<file path="config.mk">
export PLATFORM = sky130hd
export DESIGN_NAME = pfdc_queue
export DESIGN_NICKNAME = d
export VERILOG_FILES = /design/src/pfdc_pkg.sv /design/src/pfdc_queue.sv
export SDC_FILE = /design/constraint.sdc
export NUM_CORES = 1
export LEC_CHECK = 0
export BUFFER_PORTS_ARGS = -buffer_cell sky130_fd_sc_hd__buf_2
export CAP_MARGIN = 20
export CELL_PAD_IN_SITES_DETAIL_PLACEMENT = 1
export CELL_PAD_IN_SITES_GLOBAL_PLACEMENT = 2
export CORE_AREA = 10 10 394 396
export CTS_CLUSTER_SIZE = 16
export DETAILED_ROUTE_END_ITERATION = 10
export DIE_AREA = 0 0 404 406
export HOLD_SLACK_MARGIN = 0.15
export MAX_ROUTING_LAYER = met4
export PLACE_DENSITY_LB_ADDON = 0.1
export SLEW_MARGIN = 5
export SYNTH_ARGS = -nofsm -noshare
export SYNTH_HDL_FRONTEND = slang
export SYNTH_SLANG_ARGS = --single-unit
</file>
<file path="constraint.sdc">
create_clock -name clk -period 85.7 [get_ports clk]
set_input_delay 21.425 -clock clk [delete_from_list [all_inputs] [get_ports clk]]
set_output_delay 21.425 -clock clk [all_outputs]
set_load 0.005 [all_outputs]
</file>
<file path="src/pfdc_pkg.sv">
`timescale 1ns / 1ps
// ----------------------------------------------------------------------------
// pfdc_pkg
// Shared types, codes and SHA-256 constants for the frame digest checker.
// ----------------------------------------------------------------------------
package pfdc_pkg;

  localparam int unsigned EXP_BYTES_W = 24;
  localparam int unsigned CFG_DATA_W  = 64;
  localparam int unsigned CFG_IDX_W   = 3;
  localparam int unsigned BLOCK_W     = 512;

  localparam logic [3:0] NIB_MASK  = 4'hF;
  localparam logic [3:0] CODE_HOLE = 4'd4;
  localparam logic [3:0] CODE_TOP  = 4'd7;

  localparam logic [CFG_IDX_W-1:0] REG_EXP_BYTES = 3'd0;
  localparam logic [CFG_IDX_W-1:0] REG_DIGEST_0  = 3'd1;
  localparam logic [CFG_IDX_W-1:0] REG_DIGEST_1  = 3'd2;
  localparam logic [CFG_IDX_W-1:0] REG_DIGEST_2  = 3'd3;
  localparam logic [CFG_IDX_W-1:0] REG_DIGEST_3  = 3'd4;

  localparam logic [1:0] ST_OK         = 2'd0;
  localparam logic [1:0] ST_BAD_CODE   = 2'd1;
  localparam logic [1:0] ST_BAD_LENGTH = 2'd2;
  localparam logic [1:0] ST_BAD_DIGEST = 2'd3;

  localparam logic [0:7][31:0] INIT_H = {
    32'h6a09e667, 32'hbb67ae85, 32'h3c6ef372, 32'ha54ff53a,
    32'h510e527f, 32'h9b05688c, 32'h1f83d9ab, 32'h5be0cd19
  };

  typedef enum logic [1:0] {
    F_IN,
    F_P80,
    F_ZERO,
    F_LEN
  } front_state_t;

  typedef enum logic [2:0] {
    B_IDLE,
    B_RUN,
    B_ADD,
    B_CHK,
    B_OUT
  } back_state_t;

  // One complete 64-byte block handed from intake to the hash engine
  typedef struct packed {
    logic [BLOCK_W-1:0] blk;
    logic               last;
    logic [1:0]         st_pre;
  } blk_entry_t;

  function automatic logic [31:0] round_k(input logic [5:0] t);
    logic [31:0] k;
    unique case (t)
      6'd0:  k = 32'h428a2f98; 6'd1:  k = 32'h71374491; 6'd2:  k = 32'hb5c0fbcf;
      6'd3:  k = 32'he9b5dba5; 6'd4:  k = 32'h3956c25b; 6'd5:  k = 32'h59f111f1;
      6'd6:  k = 32'h923f82a4; 6'd7:  k = 32'hab1c5ed5; 6'd8:  k = 32'hd807aa98;
      6'd9:  k = 32'h12835b01; 6'd10: k = 32'h243185be; 6'd11: k = 32'h550c7dc3;
      6'd12: k = 32'h72be5d74; 6'd13: k = 32'h80deb1fe; 6'd14: k = 32'h9bdc06a7;
      6'd15: k = 32'hc19bf174; 6'd16: k = 32'he49b69c1; 6'd17: k = 32'hefbe4786;
      6'd18: k = 32'h0fc19dc6; 6'd19: k = 32'h240ca1cc; 6'd20: k = 32'h2de92c6f;
      6'd21: k = 32'h4a7484aa; 6'd22: k = 32'h5cb0a9dc; 6'd23: k = 32'h76f988da;
      6'd24: k = 32'h983e5152; 6'd25: k = 32'ha831c66d; 6'd26: k = 32'hb00327c8;
      6'd27: k = 32'hbf597fc7; 6'd28: k = 32'hc6e00bf3; 6'd29: k = 32'hd5a79147;
      6'd30: k = 32'h06ca6351; 6'd31: k = 32'h14292967; 6'd32: k = 32'h27b70a85;
      6'd33: k = 32'h2e1b2138; 6'd34: k = 32'h4d2c6dfc; 6'd35: k = 32'h53380d13;
      6'd36: k = 32'h650a7354; 6'd37: k = 32'h766a0abb; 6'd38: k = 32'h81c2c92e;
      6'd39: k = 32'h92722c85; 6'd40: k = 32'ha2bfe8a1; 6'd41: k = 32'ha81a664b;
      6'd42: k = 32'hc24b8b70; 6'd43: k = 32'hc76c51a3; 6'd44: k = 32'hd192e819;
      6'd45: k = 32'hd6990624; 6'd46: k = 32'hf40e3585; 6'd47: k = 32'h106aa070;
      6'd48: k = 32'h19a4c116; 6'd49: k = 32'h1e376c08; 6'd50: k = 32'h2748774c;
      6'd51: k = 32'h34b0bcb5; 6'd52: k = 32'h391c0cb3; 6'd53: k = 32'h4ed8aa4a;
      6'd54: k = 32'h5b9cca4f; 6'd55: k = 32'h682e6ff3; 6'd56: k = 32'h748f82ee;
      6'd57: k = 32'h78a5636f; 6'd58: k = 32'h84c87814; 6'd59: k = 32'h8cc70208;
      6'd60: k = 32'h90befffa; 6'd61: k = 32'ha4506ceb; 6'd62: k = 32'hbef9a3f7;
      default: k = 32'hc67178f2;
    endcase
    return k;
  endfunction

endpackage

</file>
<file path="src/pfdc_queue.sv">
`timescale 1ns / 1ps
// ----------------------------------------------------------------------------
// pfdc_queue
// Two-entry block queue between intake and hash engine.
// ----------------------------------------------------------------------------
module pfdc_queue (
  input  logic                 clk,
  input  logic                 rst,
  input  logic                 wr,
  input  pfdc_pkg::blk_entry_t wr_data,
  output logic                 q_full,
  input  logic                 rd,
  output pfdc_pkg::blk_entry_t rd_data,
  output logic                 q_empty,
  output logic [1:0]           q_count
);
  import pfdc_pkg::*;

  blk_entry_t mem [2];
  logic       wr_ptr, rd_ptr;
  logic [1:0] count;

  assign q_full  = (count == 2'd2);
  assign q_empty = (count == 2'd0);
  assign rd_data = mem[rd_ptr];
  assign q_count = count;

  always_ff @(posedge clk) begin
    if (wr) mem[wr_ptr] <= wr_data;
  end

  always_ff @(posedge clk) begin
    if (rst) begin
      wr_ptr <= 1'b0;
      rd_ptr <= 1'b0;
      count  <= '0;
    end else begin
      if (wr) wr_ptr <= ~wr_ptr;
      if (rd) rd_ptr <= ~rd_ptr;
      unique case ({wr, rd})
        2'b10:   count <= count + 2'd1;
        2'b01:   count <= count - 2'd1;
        default: count <= count;
      endcase
    end
  end

endmodule

</file>
==> results.md <==
* RSZ-0062 raised after global routing: false
* Initial antenna violation count at 139
* Worst path bufs/invs at 4
* Initial drt markers at 1158
* Critical Path Fanout Max at 134
* Share of layout cells above drive strength 1 at 0.612
* Reg-to-Reg Start: wr_ptr
* Max-slew violation count at 0
* Sequential area share after synthesis at 0.800
* Post-synthesis cell count at 1624
* Grt ovf at 0
* Synth Cell Area at 38800 µm²
* Hold_buf cts at 0
* Post-CTS sizing at 0
* PwrDens at 24.5 nW/µm²
* Critical Path Max Stage Delay at 0.83 ns
* Vias at 20304
* Overall power at 1.22 mW
* Area Overhead vs Synth at 29.0%
* Num ports at 1038
* Synth top area share at 0.798
* Max Cap Viol at 0
* TritonCTS clock tree: done
* Max Buffers Root-to-Sink at 3
* Leading area contributor after synthesis: edfxtp_1
* Critical Path Source Type: register
* Vias per cell at 4.19
* Min Tclk post-route at 26.00 ns
* GRT Total Usage at 0.156
* Max-slew headroom at 0.257
* H-tree levels at 3
* Worst vdd ir at 15.6 µV
* Reg2Reg Setup Slack at 80.34 ns
* NumNets Final at 3268
* Worst-Skew Late Latency at 0.71 ns
* Drt pass-1 iters at 7
* Die Width at 404 µm
* WL/cell at 27.0 µm
* Leakage at 19.0 nW
* Final setup TNS at 0 ns
* CP Data Arrival Time at 4.57 ns
* Hold WC Path Type: reg2reg
* Critical Path Sink Type: output port
* Outcome: finished, final reports clean
* Clk_skew at 0.0430 ns
* Critical path type: reg2out
* PortBufs at 1037
* CORE AREA at 147000 µm²
* Hold_sp: rd_ptr
* Yosys Warn Count at 0
* Routability Congestion at 0.765
* F_max at 38.5 MHz
* Cell family with most CP delay: buffers and inverters
* TritonCTS buffer count at 116
* HPWL after detailed placement at 99.6 mm
* Hold path cells at 2
* CTS sink count at 1035
* Postcts setup bufs at 0
* CP max-delay cell: buf_4
* R2R cell count at 6
* Syn_area_per_cell at 23.9 µm²
* Worst-margin pin slew at 1.12 ns
* Post-route clock period utilization at 0.303
* Die Span Y at 406 µm
* Number of nets produced by synthesis at 2144
* Synth top area cells: edfxtp_1, mux2_4, mux2_2
* DRC at 0
* End of the worst register-to-register path: mem[1][507]
* Pin count of the biggest net entering global routing at 144
* Root Buffer: clkbuf_16
* Clk slew on worst S/H paths at 0.06 ns
* Most frequent CP cell: buf_4
* First-pass GRT wire length at 176 mm
* Total wire length at 131 mm
* Synthesized flop and latch total at 1035
* Initial Utilization at 0.264
* Rows at 141
* DRT antenna net count at 0
* CP required at 64.28 ns
* Fin util at 0.340
* Final setup violation count at 0
* Die area at 164000 µm²
* Hold Vio Cnt, Final at 0
* Vias in the first global route at 21908
* Count of cell types in the netlist at 17
* Cell Chain, Critical Path: buf_12 -> buf_4 -> buf_4 -> mux2_2 -> buf_2
power breakdown:
part           leakage, nW  switching, mW  internal [mW]
registers             9.71        0.00780          0.592
clock network         1.82          0.201          0.284
logic                 7.52         0.0734         0.0658
Yosys cell counts, drive strengths merged:
| cell | count |
|---|---|
| nor2b | 1 |
| mux2 | 515 |
| ha | 1 |
| nor2 | 6 |
| inv | 1 |
| buf | 57 |
| o21ai | 1 |
| xor2 | 1 |
| xnor2 | 3 |
| edfxtp | 1030 |
| and2 | 1 |
| or3 | 1 |
| dfxtp | 5 |
| a21oi | 1 |
cells by family after synthesis:
| group | synth area share |
|---|---|
| AOI/OAI and AO/OA | 0.000258 |
| xor gates and xnor gates | 0.000904 |
| adders and majority gates | 0.000323 |
| buffers and inverters | 0.0138 |
| DFF | 0.800 |
| muxes | 0.183 |
| and+or+nand+nor | 0.00107 |
metal layers:
layer / vias to the layer above / global-route usage / share of wire
li1: 8880 / - / -
met1: 10274 / 0.158 / 0.35
met2: 881 / 0.277 / 0.52
met3: 269 / 0.0721 / 0.10
met4: 0 / 0.0319 / 0.024
met5: - / - / 0
worst max-delay path by stage:
stage / cells past startpoint / to / slack [ns] / start
3_5_place_dp: 7 / mem[1][509] / 59.02 / wr
5_1_grt: 5 / rd_data[512] / 59.39 / register
2_1_floorplan: 2 / mem[0][0] / 41.25 / wr
3_3_place_gp: 7 / mem[1][375] / 59.11 / wr
4_1_cts: 5 / rd_data[512] / 59.54 / register
6_report: 5 / rd_data[512] / 59.70 / register
cells in the final DEF (no fill, tap or decap), types with 2 or more instances in the layout:
| master | synthesis | layout |
|---|---|---|
| buf_12 | 0 | 3 |
| buf_16 | 0 | 2 |
| buf_2 | 17 | 1037 |
| buf_4 | 1 | 21 |
| bufinv_16 | 0 | 11 |
| clkbuf_1 | 0 | 27 |
| clkbuf_16 | 0 | 118 |
| clkinv_1 | 0 | 26 |
| clkinv_16 | 0 | 2 |
| clkinv_2 | 0 | 22 |
| clkinvlp_4 | 0 | 2 |
| dfxtp_1 | 5 | 4 |
| diode_2 | 0 | 70 |
| edfxtp_1 | 1030 | 1030 |
| inv_16 | 0 | 2 |
| mux2_2 | 165 | 165 |
| mux2_4 | 350 | 350 |
| nor2_1 | 6 | 5 |
| xnor2_1 | 3 | 3 |
registers in the layout, summed over array words and instances, names as in the netlist, named ones only:
register and flops:
mem 1030, rd_ptr 1, q_count 2, wr_ptr 1
worst min-delay path, cell delays in order, from the launching register on:
cell     delay, ns
dfxtp_1       0.32
xnor2_1       0.08
nor2_1        0.07
per-stage QoR:
| stage | cells | instance area [µm²] | hold WS, ns | worst slack, ns |
|---|---|---|---|---|
| 2_1_floorplan | 1624 | 38800 | 0.480 | 41.25 |
| 3_3_place_gp | 4557 | 46100 | 0.498 | 59.11 |
| 3_5_place_dp | 4559 | 46100 | 0.504 | 59.02 |
| 4_1_cts | 4770 | 49800 | 0.518 | 59.54 |
| 5_1_grt | 4826 | 50000 | 0.574 | 59.39 |
| 6_report | 4841 | 50000 | 0.511 | 59.70 |
final cells by class:
class | instances | area (µm²)
flip-flops and latches | 1035 | 31000
fillers | 15058 | 97100
multi-input cells | 531 | 7220
clock inverters | 66 | 662
well taps | 1930 | 2410
diodes | 70 | 175
clock buffers | 145 | 3050
inverters | 1 | 3.75
repair buffers | 1063 | 5460
Power figures use the tool's default switching activity.
