--- src/pfdc_pkg.sv ---
`timescale 1ns / 1ps
// ----------------------------------------------------------------------------
// pfdc_pkg
// Shared types, codes and SHA-256 constants for the frame digest checker.
// ----------------------------------------------------------------------------
package pfdc_pkg;

  localparam int unsigned EXP_BYTES_W = 24;
  localparam int unsigned CFG_DATA_W  = 64;
  localparam int unsigned CFG_IDX_W   = 3;
  localparam int unsigned BLOCK_W     = 512;

  localparam logic [3:0] NIB_MASK  = 4'hF;
  localparam logic [3:0] CODE_HOLE = 4'd4;
  localparam logic [3:0] CODE_TOP  = 4'd7;

  localparam logic [CFG_IDX_W-1:0] REG_EXP_BYTES = 3'd0;
  localparam logic [CFG_IDX_W-1:0] REG_DIGEST_0  = 3'd1;
  localparam logic [CFG_IDX_W-1:0] REG_DIGEST_1  = 3'd2;
  localparam logic [CFG_IDX_W-1:0] REG_DIGEST_2  = 3'd3;
  localparam logic [CFG_IDX_W-1:0] REG_DIGEST_3  = 3'd4;

  localparam logic [1:0] ST_OK         = 2'd0;
  localparam logic [1:0] ST_BAD_CODE   = 2'd1;
  localparam logic [1:0] ST_BAD_LENGTH = 2'd2;
  localparam logic [1:0] ST_BAD_DIGEST = 2'd3;

  localparam logic [0:7][31:0] INIT_H = {
    32'h6a09e667, 32'hbb67ae85, 32'h3c6ef372, 32'ha54ff53a,
    32'h510e527f, 32'h9b05688c, 32'h1f83d9ab, 32'h5be0cd19
  };

  typedef enum logic [1:0] {
    F_IN,
    F_P80,
    F_ZERO,
    F_LEN
  } front_state_t;

  typedef enum logic [2:0] {
    B_IDLE,
    B_RUN,
    B_ADD,
    B_CHK,
    B_OUT
  } back_state_t;

  // One complete 64-byte block handed from intake to the hash engine
  typedef struct packed {
    logic [BLOCK_W-1:0] blk;
    logic               last;
    logic [1:0]         st_pre;
  } blk_entry_t;

  function automatic logic [31:0] round_k(input logic [5:0] t);
    logic [31:0] k;
    unique case (t)
      6'd0:  k = 32'h428a2f98; 6'd1:  k = 32'h71374491; 6'd2:  k = 32'hb5c0fbcf;
      6'd3:  k = 32'he9b5dba5; 6'd4:  k = 32'h3956c25b; 6'd5:  k = 32'h59f111f1;
      6'd6:  k = 32'h923f82a4; 6'd7:  k = 32'hab1c5ed5; 6'd8:  k = 32'hd807aa98;
      6'd9:  k = 32'h12835b01; 6'd10: k = 32'h243185be; 6'd11: k = 32'h550c7dc3;
      6'd12: k = 32'h72be5d74; 6'd13: k = 32'h80deb1fe; 6'd14: k = 32'h9bdc06a7;
      6'd15: k = 32'hc19bf174; 6'd16: k = 32'he49b69c1; 6'd17: k = 32'hefbe4786;
      6'd18: k = 32'h0fc19dc6; 6'd19: k = 32'h240ca1cc; 6'd20: k = 32'h2de92c6f;
      6'd21: k = 32'h4a7484aa; 6'd22: k = 32'h5cb0a9dc; 6'd23: k = 32'h76f988da;
      6'd24: k = 32'h983e5152; 6'd25: k = 32'ha831c66d; 6'd26: k = 32'hb00327c8;
      6'd27: k = 32'hbf597fc7; 6'd28: k = 32'hc6e00bf3; 6'd29: k = 32'hd5a79147;
      6'd30: k = 32'h06ca6351; 6'd31: k = 32'h14292967; 6'd32: k = 32'h27b70a85;
      6'd33: k = 32'h2e1b2138; 6'd34: k = 32'h4d2c6dfc; 6'd35: k = 32'h53380d13;
      6'd36: k = 32'h650a7354; 6'd37: k = 32'h766a0abb; 6'd38: k = 32'h81c2c92e;
      6'd39: k = 32'h92722c85; 6'd40: k = 32'ha2bfe8a1; 6'd41: k = 32'ha81a664b;
      6'd42: k = 32'hc24b8b70; 6'd43: k = 32'hc76c51a3; 6'd44: k = 32'hd192e819;
      6'd45: k = 32'hd6990624; 6'd46: k = 32'hf40e3585; 6'd47: k = 32'h106aa070;
      6'd48: k = 32'h19a4c116; 6'd49: k = 32'h1e376c08; 6'd50: k = 32'h2748774c;
      6'd51: k = 32'h34b0bcb5; 6'd52: k = 32'h391c0cb3; 6'd53: k = 32'h4ed8aa4a;
      6'd54: k = 32'h5b9cca4f; 6'd55: k = 32'h682e6ff3; 6'd56: k = 32'h748f82ee;
      6'd57: k = 32'h78a5636f; 6'd58: k = 32'h84c87814; 6'd59: k = 32'h8cc70208;
      6'd60: k = 32'h90befffa; 6'd61: k = 32'ha4506ceb; 6'd62: k = 32'hbef9a3f7;
      default: k = 32'hc67178f2;
    endcase
    return k;
  endfunction

endpackage

--- src/pfdc_back.sv ---
`timescale 1ns / 1ps
// ----------------------------------------------------------------------------
// pfdc_back
// SHA-256 engine: one round per cycle over queued blocks, then digest check
// and four result words.
// ----------------------------------------------------------------------------
module pfdc_back (
  input  logic                 clk,
  input  logic                 rst,
  input  pfdc_pkg::blk_entry_t q_entry,
  input  logic                 q_empty,
  output logic                 q_pop,
  input  logic [255:0]         expected_digest,
  output logic                 empty,
  input  logic                 pop,
  output logic [63:0]          digest_word,
  output logic [1:0]           word_index,
  output logic [1:0]           check_status,
  output logic                 last_word
);
  import pfdc_pkg::*;

  function automatic logic [31:0] rotr(input logic [31:0] x, input int n);
    return (x >> n) | (x << (32 - n));
  endfunction

  back_state_t     state, state_next;
  logic [0:7][31:0] hv;
  logic [0:7][31:0] vr;
  logic [31:0]     win [16];
  logic [5:0]      rnd;
  logic            last;
  logic [1:0]      st_pre;
  logic [1:0]      status;
  logic [1:0]      idx;
  logic [31:0]     s0, s1, w_new, e1, ch, t1, a0, mj;
  logic            out_take;

  assign out_take = (state == B_OUT) && pop;

  always_comb begin
    state_next = state;
    q_pop      = 1'b0;
    unique case (state)
      B_IDLE: begin
        if (!q_empty) begin
          q_pop      = 1'b1;
          state_next = B_RUN;
        end
      end
      B_RUN:  if (rnd == 6'd63) state_next = B_ADD;
      B_ADD:  state_next = last ? B_CHK : B_IDLE;
      B_CHK:  state_next = B_OUT;
      B_OUT:  if (pop && idx == 2'd3) state_next = B_IDLE;
      default: state_next = B_IDLE;
    endcase
  end

  always_comb begin
    s0    = rotr(win[1], 7) ^ rotr(win[1], 18) ^ (win[1] >> 3);
    s1    = rotr(win[14], 17) ^ rotr(win[14], 19) ^ (win[14] >> 10);
    w_new = win[0] + s0 + win[9] + s1;
    e1    = rotr(vr[4], 6) ^ rotr(vr[4], 11) ^ rotr(vr[4], 25);
    ch    = (vr[4] & vr[5]) ^ (~vr[4] & vr[6]);
    t1    = vr[7] + e1 + ch + round_k(rnd) + win[0];
    a0    = rotr(vr[0], 2) ^ rotr(vr[0], 13) ^ rotr(vr[0], 22);
    mj    = (vr[0] & vr[1]) ^ (vr[0] & vr[2]) ^ (vr[1] & vr[2]);
  end

  always_ff @(posedge clk) begin
    if (rst) begin
      state <= B_IDLE;
      hv    <= INIT_H;
      rnd   <= '0;
      idx   <= '0;
    end else begin
      state <= state_next;
      if (q_pop) rnd <= '0;
      else if (state == B_RUN) rnd <= rnd + 6'd1;
      if (state == B_ADD) begin
        for (int i = 0; i < 8; i++) hv[i] <= hv[i] + vr[i];
      end
      if (state == B_CHK) idx <= '0;
      if (out_take) begin
        idx <= idx + 2'd1;
        // run done: restart chaining value for the next frame
        if (idx == 2'd3) hv <= INIT_H;
      end
    end
  end

  always_ff @(posedge clk) begin
    if (q_pop) begin
      for (int i = 0; i < 16; i++) win[i] <= q_entry.blk[BLOCK_W-1-32*i -: 32];
      vr     <= hv;
      last   <= q_entry.last;
      st_pre <= q_entry.st_pre;
    end else if (state == B_RUN) begin
      for (int i = 0; i < 15; i++) win[i] <= win[i+1];
      win[15] <= w_new;
      vr      <= {t1 + a0 + mj, vr[0], vr[1], vr[2], vr[3] + t1, vr[4], vr[5], vr[6]};
    end
    if (state == B_CHK) begin
      priority if (st_pre != ST_OK)       status <= st_pre;
      else if (hv != expected_digest)     status <= ST_BAD_DIGEST;
      else                                status <= ST_OK;
    end
  end

  assign empty        = (state != B_OUT);
  assign digest_word  = {hv[{idx, 1'b0}], hv[{idx, 1'b1}]};
  assign word_index   = idx;
  assign check_status = status;
  assign last_word    = (idx == 2'd3);

endmodule

--- config.mk ---
export PLATFORM = sky130hd
export DESIGN_NAME = pfdc_back
export DESIGN_NICKNAME = d
export VERILOG_FILES = /design/src/pfdc_pkg.sv /design/src/pfdc_back.sv
export SDC_FILE = /design/constraint.sdc
export NUM_CORES = 2
export LEC_CHECK = 0
export BUFFER_PORTS_ARGS = -buffer_cell sky130_fd_sc_hd__buf_2
export CAP_MARGIN = 15
export CORE_MARGIN = 3
export CORE_UTILIZATION = 43
export DETAILED_ROUTE_END_ITERATION = 10
export PLACE_DENSITY = 0.73
export SYNTH_ARGS = -nofsm -noshare
export SYNTH_HDL_FRONTEND = slang
export SYNTH_SLANG_ARGS = --single-unit
--- constraint.sdc ---
create_clock -name clk -period 17.9 [get_ports clk]
set_input_delay 1.79 -clock clk [delete_from_list [all_inputs] [get_ports clk]]
set_output_delay 1.79 -clock clk [all_outputs]
set_load 0.005 [all_outputs]
==> flow_summary.yaml <==
outcome:
  status: "finished clean"
routing:
  top_layer: "met5"
  wl_met2_um: 161000
  drc: 0
  wl_met3_um: 39600
  dr.pass1.iters: 6
  drt-met1-wl_um: 133000
  avgRoutedWirePerCell_um: 33.9
  vias_per_cell: 6.06
  vias: 66000
  drt-total-wl_um: 370000
  drtIter0Drc: 8479
  antenna_left: 0
placement:
  dp_hpwl_um: 297000
  post-place-cells: 10600
  portBuffers: 845
  place_area_sq_um: 81100
  gp_congestion: 1.09
synth:
  synth.cell_area_sq_um: 74100
  async_flop_share: 0
  yosysSeqAreaShare: 0.394
  yosysWarnings: 0
  ys.flop_type: "edfxtp_1"
  synth_seq_cells: 1072
  synth_area_leaders: "edfxtp_1 31%, nand2_1 8.2%, dfxtp_1 8.1%, ha_1 6.6%, xnor2_1 5.6%"
  synth_top_cell_by_area: "edfxtp_1"
  synth.avg_cell_area_sq_um: 9.62
  synth_cells: 7701
  synth.net_count: 9061
  synth_cell_types: 100
  synth_top_area_frac: 0.313
  synth_enable_flop_cells: 773
clock_network:
  clk_latency_ns: 0.81
  ctsHoldBuffers: 0
  cts_tree: "built"
  path_clk_slew_ns: 0.06
  post_cts_buffers: 0
  cts_root_buf: "clkbuf_16"
  max-clock-path-buffers: 3
  cts_buffers: 131
  ctsResizeCount: 0
  cts_sinks: 1072
  htreeDepth: 4
grt:
  grt_max_degree: 188
  grt_pass1_wl_um: 503000
  grt_overflow: 0
  grt_pass1_vias: 63400
  antenna_found_initial: 74
  gr-usage-all-layers: 0.404
worst_setup_path:
  endpoint_kind: "register"
  cp.required_ns: 18.39
  worst_path_largest_cell_delay_ns: 0.58
  crit_fanout: 6
  start_kind: "register"
  critPathKind: "register to register"
  arrival_ns: 9.12
  critPathSlowestCell: "edfxtp_1"
  reg2regPathDepth: 35
timing:
  period_share: 0.482
  tightest_slew_ns: 1.29
  period_minus_slack_ns: 8.63
  setup_violations: 0
  fmax_mhz: 116
  maxSlewHeadroom: 0.137
  finalHoldViolCount: 0
  skew_ns: 0.0559
  fin_setup_tns_ns: 0
  report.final.slew_viol_count: 0
  rsz0062_at_grt: "no"
floorplan:
  core_area_sq_um: 170000
  die_w_um: 421
  num_rows: 151
  die_h_um: 421
  io_pins: 846
  dieArea_sq_um: 177000
  initial_utilization: 0.435
cells_and_area:
  layout_common_cells: "1619 x nand2_1, 845 x buf_2, 773 x edfxtp_1"
  layout_commonest_cell: "nand2_1"
  postLayoutCellArea_sq_um: 85600
  fillCellCount: 15900
  nets: 9811
  areaGrowthSynthToFinish_pct: 15.5
  final_cells: 10900
  drive_gt1_frac: 0.196
job:
  drv_cap: 0
worst_hold_path:
  hp-class: "register to register"
  hold_depth: 2
==> kinds of logic after synthesis <==
kind of cell	count (synthesis)	synth area share
XOR/XNOR	816	0.0965
AND/OR/NAND/NOR	2463	0.142
flip-flops	1072	0.394
AO/OA/AOI/OAI	1610	0.137
adder cells (fa/ha/maj)	587	0.119
buffers and inverters	723	0.0370
multiplexers	430	0.0749
==> per-layer routing <==
metal / global-route usage / vias up
met5: 0 / -
met4: 0.318 / 50
met3: 0.109 / 1004
met2: 0.616 / 4152
met1: 0.482 / 32100
li1: - / 28700
==> metrics by stage <==
stage          hold slack, ns  utilization  worst slack [ns]
3_3_place_gp            0.459        0.476              9.34
6_report                0.475        0.503              9.27
3_5_place_dp            0.472        0.476              9.43
2_1_floorplan           0.466            -              5.23
5_1_grt                 0.524        0.503              8.81
4_1_cts                 0.480        0.502              9.37
==> synth_stat cells (all sizes together) (109+ instances only) <==
| library cell | number |
|---|---|
| xor2 | 339 |
| o211ai | 109 |
| mux2 | 344 |
| edfxtp | 773 |
| xnor2 | 477 |
| clkbuf | 329 |
| fa | 195 |
| nor2 | 289 |
| o21ai | 376 |
| dfxtp | 299 |
| a21oi | 521 |
| a21o | 172 |
| nand2 | 1625 |
| ha | 390 |
| inv | 354 |
==> worst paths after layout <==
check	slack, ns	endpoint	from
setup / recovery	9.27	vr[255]	vr[122]
hold / removal	0.47	hv[153]	hv[153]
setup reg to reg	9.27	vr[255]	vr[122]
hold reg to reg	0.47	hv[153]	hv[153]
==> sequential cells by signal, indices dropped and copies added, names as in the netlist, named ones only <==
register,count
check_status,2
hv,256
last,1
rnd,6
st_pre,2
state,3
vr,256
win,512
word_index,2
==> final cells by class <==
type                    instances  area (sq um)  share of cell area
well taps                    2295          2870              0.0335
clock inverters                75           857              0.0100
clock buffers                 166          3560              0.0416
inverters                     354          1340              0.0156
diodes                         37          92.6             0.00108
flip-flops and latches       1072         29200               0.341
multi-input cells            5906         42300               0.495
repair buffers                986          5350              0.0625
==> worst max-delay path: cells and delay by family, from the launching register on <==
family	cells	cell delay, ns
flops	1	0.58
xor+xnor	4	0.87
simple gates	8	1.43
fa+ha+maj	7	2.77
compound gates	11	2.28
buf+inv	5	0.38
Power is not shown: default switching activity piles up to over one toggle a cycle in this logic, so the estimate is an artifact.
