### src/pfdc_pkg.sv
`timescale 1ns / 1ps
// ----------------------------------------------------------------------------
// pfdc_pkg
// Shared types, codes and SHA-256 constants for the frame digest checker.
// ----------------------------------------------------------------------------
package pfdc_pkg;

  localparam int unsigned EXP_BYTES_W = 24;
  localparam int unsigned CFG_DATA_W  = 64;
  localparam int unsigned CFG_IDX_W   = 3;
  localparam int unsigned BLOCK_W     = 512;

  localparam logic [3:0] NIB_MASK  = 4'hF;
  localparam logic [3:0] CODE_HOLE = 4'd4;
  localparam logic [3:0] CODE_TOP  = 4'd7;

  localparam logic [CFG_IDX_W-1:0] REG_EXP_BYTES = 3'd0;
  localparam logic [CFG_IDX_W-1:0] REG_DIGEST_0  = 3'd1;
  localparam logic [CFG_IDX_W-1:0] REG_DIGEST_1  = 3'd2;
  localparam logic [CFG_IDX_W-1:0] REG_DIGEST_2  = 3'd3;
  localparam logic [CFG_IDX_W-1:0] REG_DIGEST_3  = 3'd4;

  localparam logic [1:0] ST_OK         = 2'd0;
  localparam logic [1:0] ST_BAD_CODE   = 2'd1;
  localparam logic [1:0] ST_BAD_LENGTH = 2'd2;
  localparam logic [1:0] ST_BAD_DIGEST = 2'd3;

  localparam logic [0:7][31:0] INIT_H = {
    32'h6a09e667, 32'hbb67ae85, 32'h3c6ef372, 32'ha54ff53a,
    32'h510e527f, 32'h9b05688c, 32'h1f83d9ab, 32'h5be0cd19
  };

  typedef enum logic [1:0] {
    F_IN,
    F_P80,
    F_ZERO,
    F_LEN
  } front_state_t;

  typedef enum logic [2:0] {
    B_IDLE,
    B_RUN,
    B_ADD,
    B_CHK,
    B_OUT
  } back_state_t;

  // One complete 64-byte block handed from intake to the hash engine
  typedef struct packed {
    logic [BLOCK_W-1:0] blk;
    logic               last;
    logic [1:0]         st_pre;
  } blk_entry_t;

  function automatic logic [31:0] round_k(input logic [5:0] t);
    logic [31:0] k;
    unique case (t)
      6'd0:  k = 32'h428a2f98; 6'd1:  k = 32'h71374491; 6'd2:  k = 32'hb5c0fbcf;
      6'd3:  k = 32'he9b5dba5; 6'd4:  k = 32'h3956c25b; 6'd5:  k = 32'h59f111f1;
      6'd6:  k = 32'h923f82a4; 6'd7:  k = 32'hab1c5ed5; 6'd8:  k = 32'hd807aa98;
      6'd9:  k = 32'h12835b01; 6'd10: k = 32'h243185be; 6'd11: k = 32'h550c7dc3;
      6'd12: k = 32'h72be5d74; 6'd13: k = 32'h80deb1fe; 6'd14: k = 32'h9bdc06a7;
      6'd15: k = 32'hc19bf174; 6'd16: k = 32'he49b69c1; 6'd17: k = 32'hefbe4786;
      6'd18: k = 32'h0fc19dc6; 6'd19: k = 32'h240ca1cc; 6'd20: k = 32'h2de92c6f;
      6'd21: k = 32'h4a7484aa; 6'd22: k = 32'h5cb0a9dc; 6'd23: k = 32'h76f988da;
      6'd24: k = 32'h983e5152; 6'd25: k = 32'ha831c66d; 6'd26: k = 32'hb00327c8;
      6'd27: k = 32'hbf597fc7; 6'd28: k = 32'hc6e00bf3; 6'd29: k = 32'hd5a79147;
      6'd30: k = 32'h06ca6351; 6'd31: k = 32'h14292967; 6'd32: k = 32'h27b70a85;
      6'd33: k = 32'h2e1b2138; 6'd34: k = 32'h4d2c6dfc; 6'd35: k = 32'h53380d13;
      6'd36: k = 32'h650a7354; 6'd37: k = 32'h766a0abb; 6'd38: k = 32'h81c2c92e;
      6'd39: k = 32'h92722c85; 6'd40: k = 32'ha2bfe8a1; 6'd41: k = 32'ha81a664b;
      6'd42: k = 32'hc24b8b70; 6'd43: k = 32'hc76c51a3; 6'd44: k = 32'hd192e819;
      6'd45: k = 32'hd6990624; 6'd46: k = 32'hf40e3585; 6'd47: k = 32'h106aa070;
      6'd48: k = 32'h19a4c116; 6'd49: k = 32'h1e376c08; 6'd50: k = 32'h2748774c;
      6'd51: k = 32'h34b0bcb5; 6'd52: k = 32'h391c0cb3; 6'd53: k = 32'h4ed8aa4a;
      6'd54: k = 32'h5b9cca4f; 6'd55: k = 32'h682e6ff3; 6'd56: k = 32'h748f82ee;
      6'd57: k = 32'h78a5636f; 6'd58: k = 32'h84c87814; 6'd59: k = 32'h8cc70208;
      6'd60: k = 32'h90befffa; 6'd61: k = 32'ha4506ceb; 6'd62: k = 32'hbef9a3f7;
      default: k = 32'hc67178f2;
    endcase
    return k;
  endfunction

endpackage

### src/pfdc_front.sv
`timescale 1ns / 1ps
// ----------------------------------------------------------------------------
// pfdc_front
// Byte intake: checks pixel codes, counts bytes, packs 64-byte blocks and
// appends SHA-256 padding after the final byte.
// ----------------------------------------------------------------------------
module pfdc_front #(
  parameter int unsigned COUNT_WIDTH = 24
) (
  input  logic                             clk,
  input  logic                             rst,
  input  logic                             push,
  output logic                             full,
  input  logic [7:0]                       pixel_byte,
  input  logic                             final_byte,
  input  logic [pfdc_pkg::EXP_BYTES_W-1:0] expected_bytes,
  output logic                             q_push,
  output pfdc_pkg::blk_entry_t             q_entry,
  input  logic                             q_full
);
  import pfdc_pkg::*;

  front_state_t              state, state_next;
  logic [5:0]                fill;
  logic [BLOCK_W-1:0]        blk;
  logic [COUNT_WIDTH-1:0]    cnt;
  logic [COUNT_WIDTH-1:0]    cnt_next;
  logic                      ovf, ovf_next;
  logic                      cerr, cerr_next;
  logic [63:0]               len_bits;
  logic [2:0]                len_idx;
  logic [1:0]                st_pre;
  logic                      in_acc;
  logic                      byte_do;
  logic [7:0]                byte_val;
  logic                      len_bad;
  logic [3:0]                nib_hi, nib_lo;
  logic                      code_ok;

  assign nib_hi  = pixel_byte[7:4] & NIB_MASK;
  assign nib_lo  = pixel_byte[3:0] & NIB_MASK;
  assign code_ok = (nib_hi < CODE_TOP) && (nib_hi != CODE_HOLE) &&
                   (nib_lo < CODE_TOP) && (nib_lo != CODE_HOLE);

  assign full   = (state != F_IN) || q_full;
  assign in_acc = push && !full;

  always_comb begin
    cerr_next = cerr || !code_ok;
    if (cnt == {COUNT_WIDTH{1'b1}}) begin
      cnt_next = cnt;
      ovf_next = 1'b1;
    end else begin
      cnt_next = cnt + 1'b1;
      ovf_next = ovf;
    end
    len_bad = ovf_next || (64'(cnt_next) != 64'(expected_bytes));
  end

  always_comb begin
    state_next = state;
    byte_do    = 1'b0;
    byte_val   = 8'h00;
    unique case (state)
      F_IN: begin
        byte_do  = in_acc;
        byte_val = pixel_byte;
        if (in_acc && final_byte) state_next = F_P80;
      end
      F_P80: begin
        byte_do  = !q_full;
        byte_val = 8'h80;
        if (!q_full) state_next = F_ZERO;
      end
      F_ZERO: begin
        if (fill == 6'd56) begin
          state_next = F_LEN;
        end else begin
          byte_do = !q_full;
        end
      end
      F_LEN: begin
        byte_do  = !q_full;
        byte_val = len_bits[63:56];
        if (!q_full && len_idx == 3'd7) state_next = F_IN;
      end
      default: state_next = F_IN;
    endcase
  end

  // Block leaves when its 64th byte goes in
  assign q_push         = byte_do && (fill == 6'd63);
  assign q_entry.blk    = {blk[BLOCK_W-9:0], byte_val};
  assign q_entry.last   = (state == F_LEN);
  assign q_entry.st_pre = st_pre;

  always_ff @(posedge clk) begin
    if (rst) begin
      state   <= F_IN;
      fill    <= '0;
      cnt     <= '0;
      ovf     <= 1'b0;
      cerr    <= 1'b0;
      len_idx <= '0;
    end else begin
      state <= state_next;
      if (byte_do) fill <= fill + 6'd1;
      if (in_acc) begin
        if (final_byte) begin
          cnt  <= '0;
          ovf  <= 1'b0;
          cerr <= 1'b0;
        end else begin
          cnt  <= cnt_next;
          ovf  <= ovf_next;
          cerr <= cerr_next;
        end
      end
      if (state == F_LEN && !q_full) len_idx <= len_idx + 3'd1;
    end
  end

  always_ff @(posedge clk) begin
    if (byte_do) blk <= {blk[BLOCK_W-9:0], byte_val};
    if (in_acc && final_byte) begin
      len_bits <= 64'({cnt_next, 3'b000});
      priority if (cerr_next) st_pre <= ST_BAD_CODE;
      else if (len_bad)       st_pre <= ST_BAD_LENGTH;
      else                    st_pre <= ST_OK;
    end else if (state == F_LEN && !q_full) begin
      len_bits <= {len_bits[55:0], 8'h00};
    end
  end

endmodule

### config.mk
export PLATFORM = sky130hd
export DESIGN_NAME = pfdc_front
export DESIGN_NICKNAME = d
export VERILOG_FILES = /design/src/pfdc_pkg.sv /design/src/pfdc_front.sv
export SDC_FILE = /design/constraint.sdc
export NUM_CORES = 1
export LEC_CHECK = 0
export BUFFER_PORTS_ARGS = -buffer_cell sky130_fd_sc_hd__buf_2
export CAP_MARGIN = 25
export CORE_AREA = 2 2 213 215
export CTS_CLUSTER_SIZE = 12
export DETAILED_ROUTE_END_ITERATION = 12
export DIE_AREA = 0 0 215 217
export PLACE_DENSITY = 0.72
export SLEW_MARGIN = 10
export SYNTH_ARGS = -nofsm -noshare
export SYNTH_HDL_FRONTEND = slang
export SYNTH_SLANG_ARGS = --single-unit
export TNS_END_PERCENT = 20
### constraint.sdc
create_clock -name clk -period 198.3 [get_ports clk]
set_clock_uncertainty 0.05 [all_clocks]
set_input_delay 39.66 -clock clk [delete_from_list [all_inputs] [get_ports clk]]
set_output_delay 39.66 -clock clk [all_outputs]
set_load 0.1 [all_outputs]
==> impl_metrics.py <==
metrics = {
    "sta": {
        "slew_viol_final": 0,
        "max_freq_ghz": 0.0123,
        "max_slew_margin": 0.307,
        "min_period_ns": 81.16,
        "setup_tns_ns": 0,
        "max_slew.worst_pin.slew_ns": 1.04,
        "hold_viol": 0,
        "setup_violations": 0,
        "rsz0062_at_grt": "false",
        "period_share": 0.409,
    },
    "synth": {
        "syn-cell-area_um2": 20600,
        "ys_warn_count": 0,
        "synth_common_cells": "530 x edfxtp_1, 121 x nand2_1, 74 x dfxtp_1",
        "yosys.area.top_type": "edfxtp_1",
        "synth_top_area_frac": 0.773,
        "synthArstFlopShare": 0,
        "synth_nets": 1223,
        "synth_area_leaders": "edfxtp_1 77%, dfxtp_1 7.2%, nand2_1 2.2%",
        "seq_area_frac_synth": 0.845,
        "yosysMostFrequentCell": "edfxtp_1",
        "synth_cells": 1177,
        "synth-seq-cells": 604,
        "yosysUniqueCellTypes": 58,
        "syn_avg_cell_area_um2": 17.5,
        "synth-edff-count": 530,
        "synth-main-ff-cell": "edfxtp_1",
    },
    "route": {
        "wl_per_cell_um": 22.2,
        "drc": 0,
        "dr.pass1.iters": 7,
        "vias_per_cell": 5.26,
        "route.antenna.remaining_nets": 0,
        "wl_um": 53000,
        "drt_iter0_drc": 1237,
        "vias": 12599,
    },
    "clock_network": {
        "insertion_delay_ns": 0.61,
        "ctsHoldBuffers": 0,
        "root_buffer": "clkbuf_16",
        "clk_pin_slew_ns": 0.06,
        "cts_tree": "yes",
        "numCtsBuffers": 60,
        "ctsResizeCount": 0,
        "h-tree-depth": 2,
        "cts_setup_buffers": 0,
        "clock-sinks": 604,
        "cts_buffer_depth": 3,
    },
    "worst_setup_path": {
        "critical_path_class": "in -> out",
        "cp.arrival_ns": 41.45,
        "cp_max_fo": 48,
        "endpoint_kind": "output pin",
        "cp_data_required_time_ns": 158.59,
        "crit_path_start_kind": "primary input",
        "crit_chain": "buf_2 > inv_1 > a211oi_4 > buf_4 > buf_16 > nand3_1 > nor2_1 > buf_2",
        "path_common_cell": "buf_2",
        "slowest_delay_ns": 0.45,
        "crit_slowest_cell": "buf_2",
    },
    "die": {
        "num_io_pins": 554,
        "rows": 78,
        "core_area_um2": 44700,
        "die_area_um2": 46700,
        "die_h_um": 217,
        "start_util": 0.461,
        "dieWidth_um": 215,
    },
    "grt": {
        "first_global_vias": 11915,
        "gr-total-overflow": 0,
        "antenna_found_initial": 0,
        "grt_usage": 0.217,
        "grt_pass1_wl_um": 76300,
        "grt_max_degree": 87,
    },
    "placement": {
        "gp_congestion": 0.919,
        "portBuffers": 553,
        "hpwlAfterDp_um": 37900,
    },
    "run_status": {
        "status": "finished, final reports clean",
    },
    "final_layout": {
        "drive_gt1_frac": 0.366,
        "syn_to_final_growth_pct": 25.6,
        "finalNetCount": 1807,
        "antenna_cells": 0,
    },
    "worst_hold_path": {
        "holdCritPathClass": "reg -> reg",
    },
    "run": {
        "drv_cap": 0,
    },
}
per-stage QoR:
stage / utilization / setup slack, ns / hold slack [ns] / area [µm²] / cells
final: 0.579 / 117.14 / 0.389 / 25900 / 2394
after global routing: 0.579 / 116.96 / 0.395 / 25900 / 2394
after CTS: 0.577 / 116.93 / 0.390 / 25800 / 2391
after detailed placement: 0.538 / 116.92 / 0.376 / 24000 / 2296
after global placement: 0.538 / 117.01 / 0.375 / 24000 / 2296
after floorplan: - / 78.05 / 0.382 / 20600 / 1177
path summary, 6_finish.rpt:
path | from | to | slack (ns) | cells past startpoint
worst max-delay path | push | q_push | 117.14 | 8
worst min-delay path | blk[336] | blk[344] | 0.39 | 0
worst max register to register | state[0] | blk[320] | 194.16 | 7
worst min register to register | blk[336] | blk[344] | 0.39 | 0
metal layers:
metal | routed length, µm | up-vias | track usage
li1 | - | 5611 | -
met1 | 21100 | 6233 | 0.283
met2 | 25300 | 661 | 0.350
met3 | 5170 | 94 | 0.0693
met4 | 1460 | 0 | 0.0687
met5 | 0 | - | 0
cells in the final DEF (no fill, tap or decap), types with 15 or more instances in the layout:
master,n
a21oi_1,73
buf_2,553
clkbuf_1,19
clkbuf_16,61
dfxtp_1,74
edfxtp_1,530
nand2_1,121
nor2_1,67
nor3_1,18
o21ai_0,42
xnor2_1,25
xor2_1,15
critical path, delay by kind of cell:
family                 cells  cell delay [ns]
AND/OR/NAND/NOR            2             0.24
AO/OA/AOI/OAI              1             0.23
buffers and inverters      5             1.31
registers in the layout (all words and copies together), names as in the netlist:
| signal | cells |
|---|---|
| blk | 504 |
| len_bits | 61 |
| cnt | 24 |
| fill | 6 |
| len_idx | 3 |
| st_pre | 2 |
| state | 2 |
| cerr | 1 |
| ovf | 1 |
cell families (layout without fill, tap and decap cells):
logic type	count (synthesis)	count (layout)	synth area share
compound gates	174	174	0.0499
xor+xnor	42	42	0.0186
fa+ha+maj	9	9	0.00547
buf+inv	56	673	0.0112
flops	604	604	0.845
mux	4	4	0.00194
simple gates	288	288	0.0683
final cells by class:
| cell class | count | area (µm²) |
|---|---|---|
| fillers | 3458 | 18800 |
| multi-input cells | 517 | 2990 |
| clock inverters | 13 | 154 |
| clock buffers | 82 | 1630 |
| well taps | 600 | 751 |
| inverters | 10 | 37.5 |
| flip-flops and latches | 604 | 17400 |
| repair buffers | 568 | 2930 |
Power is not shown: default switching activity piles up to over one toggle a cycle in this logic, so the estimate is an artifact.
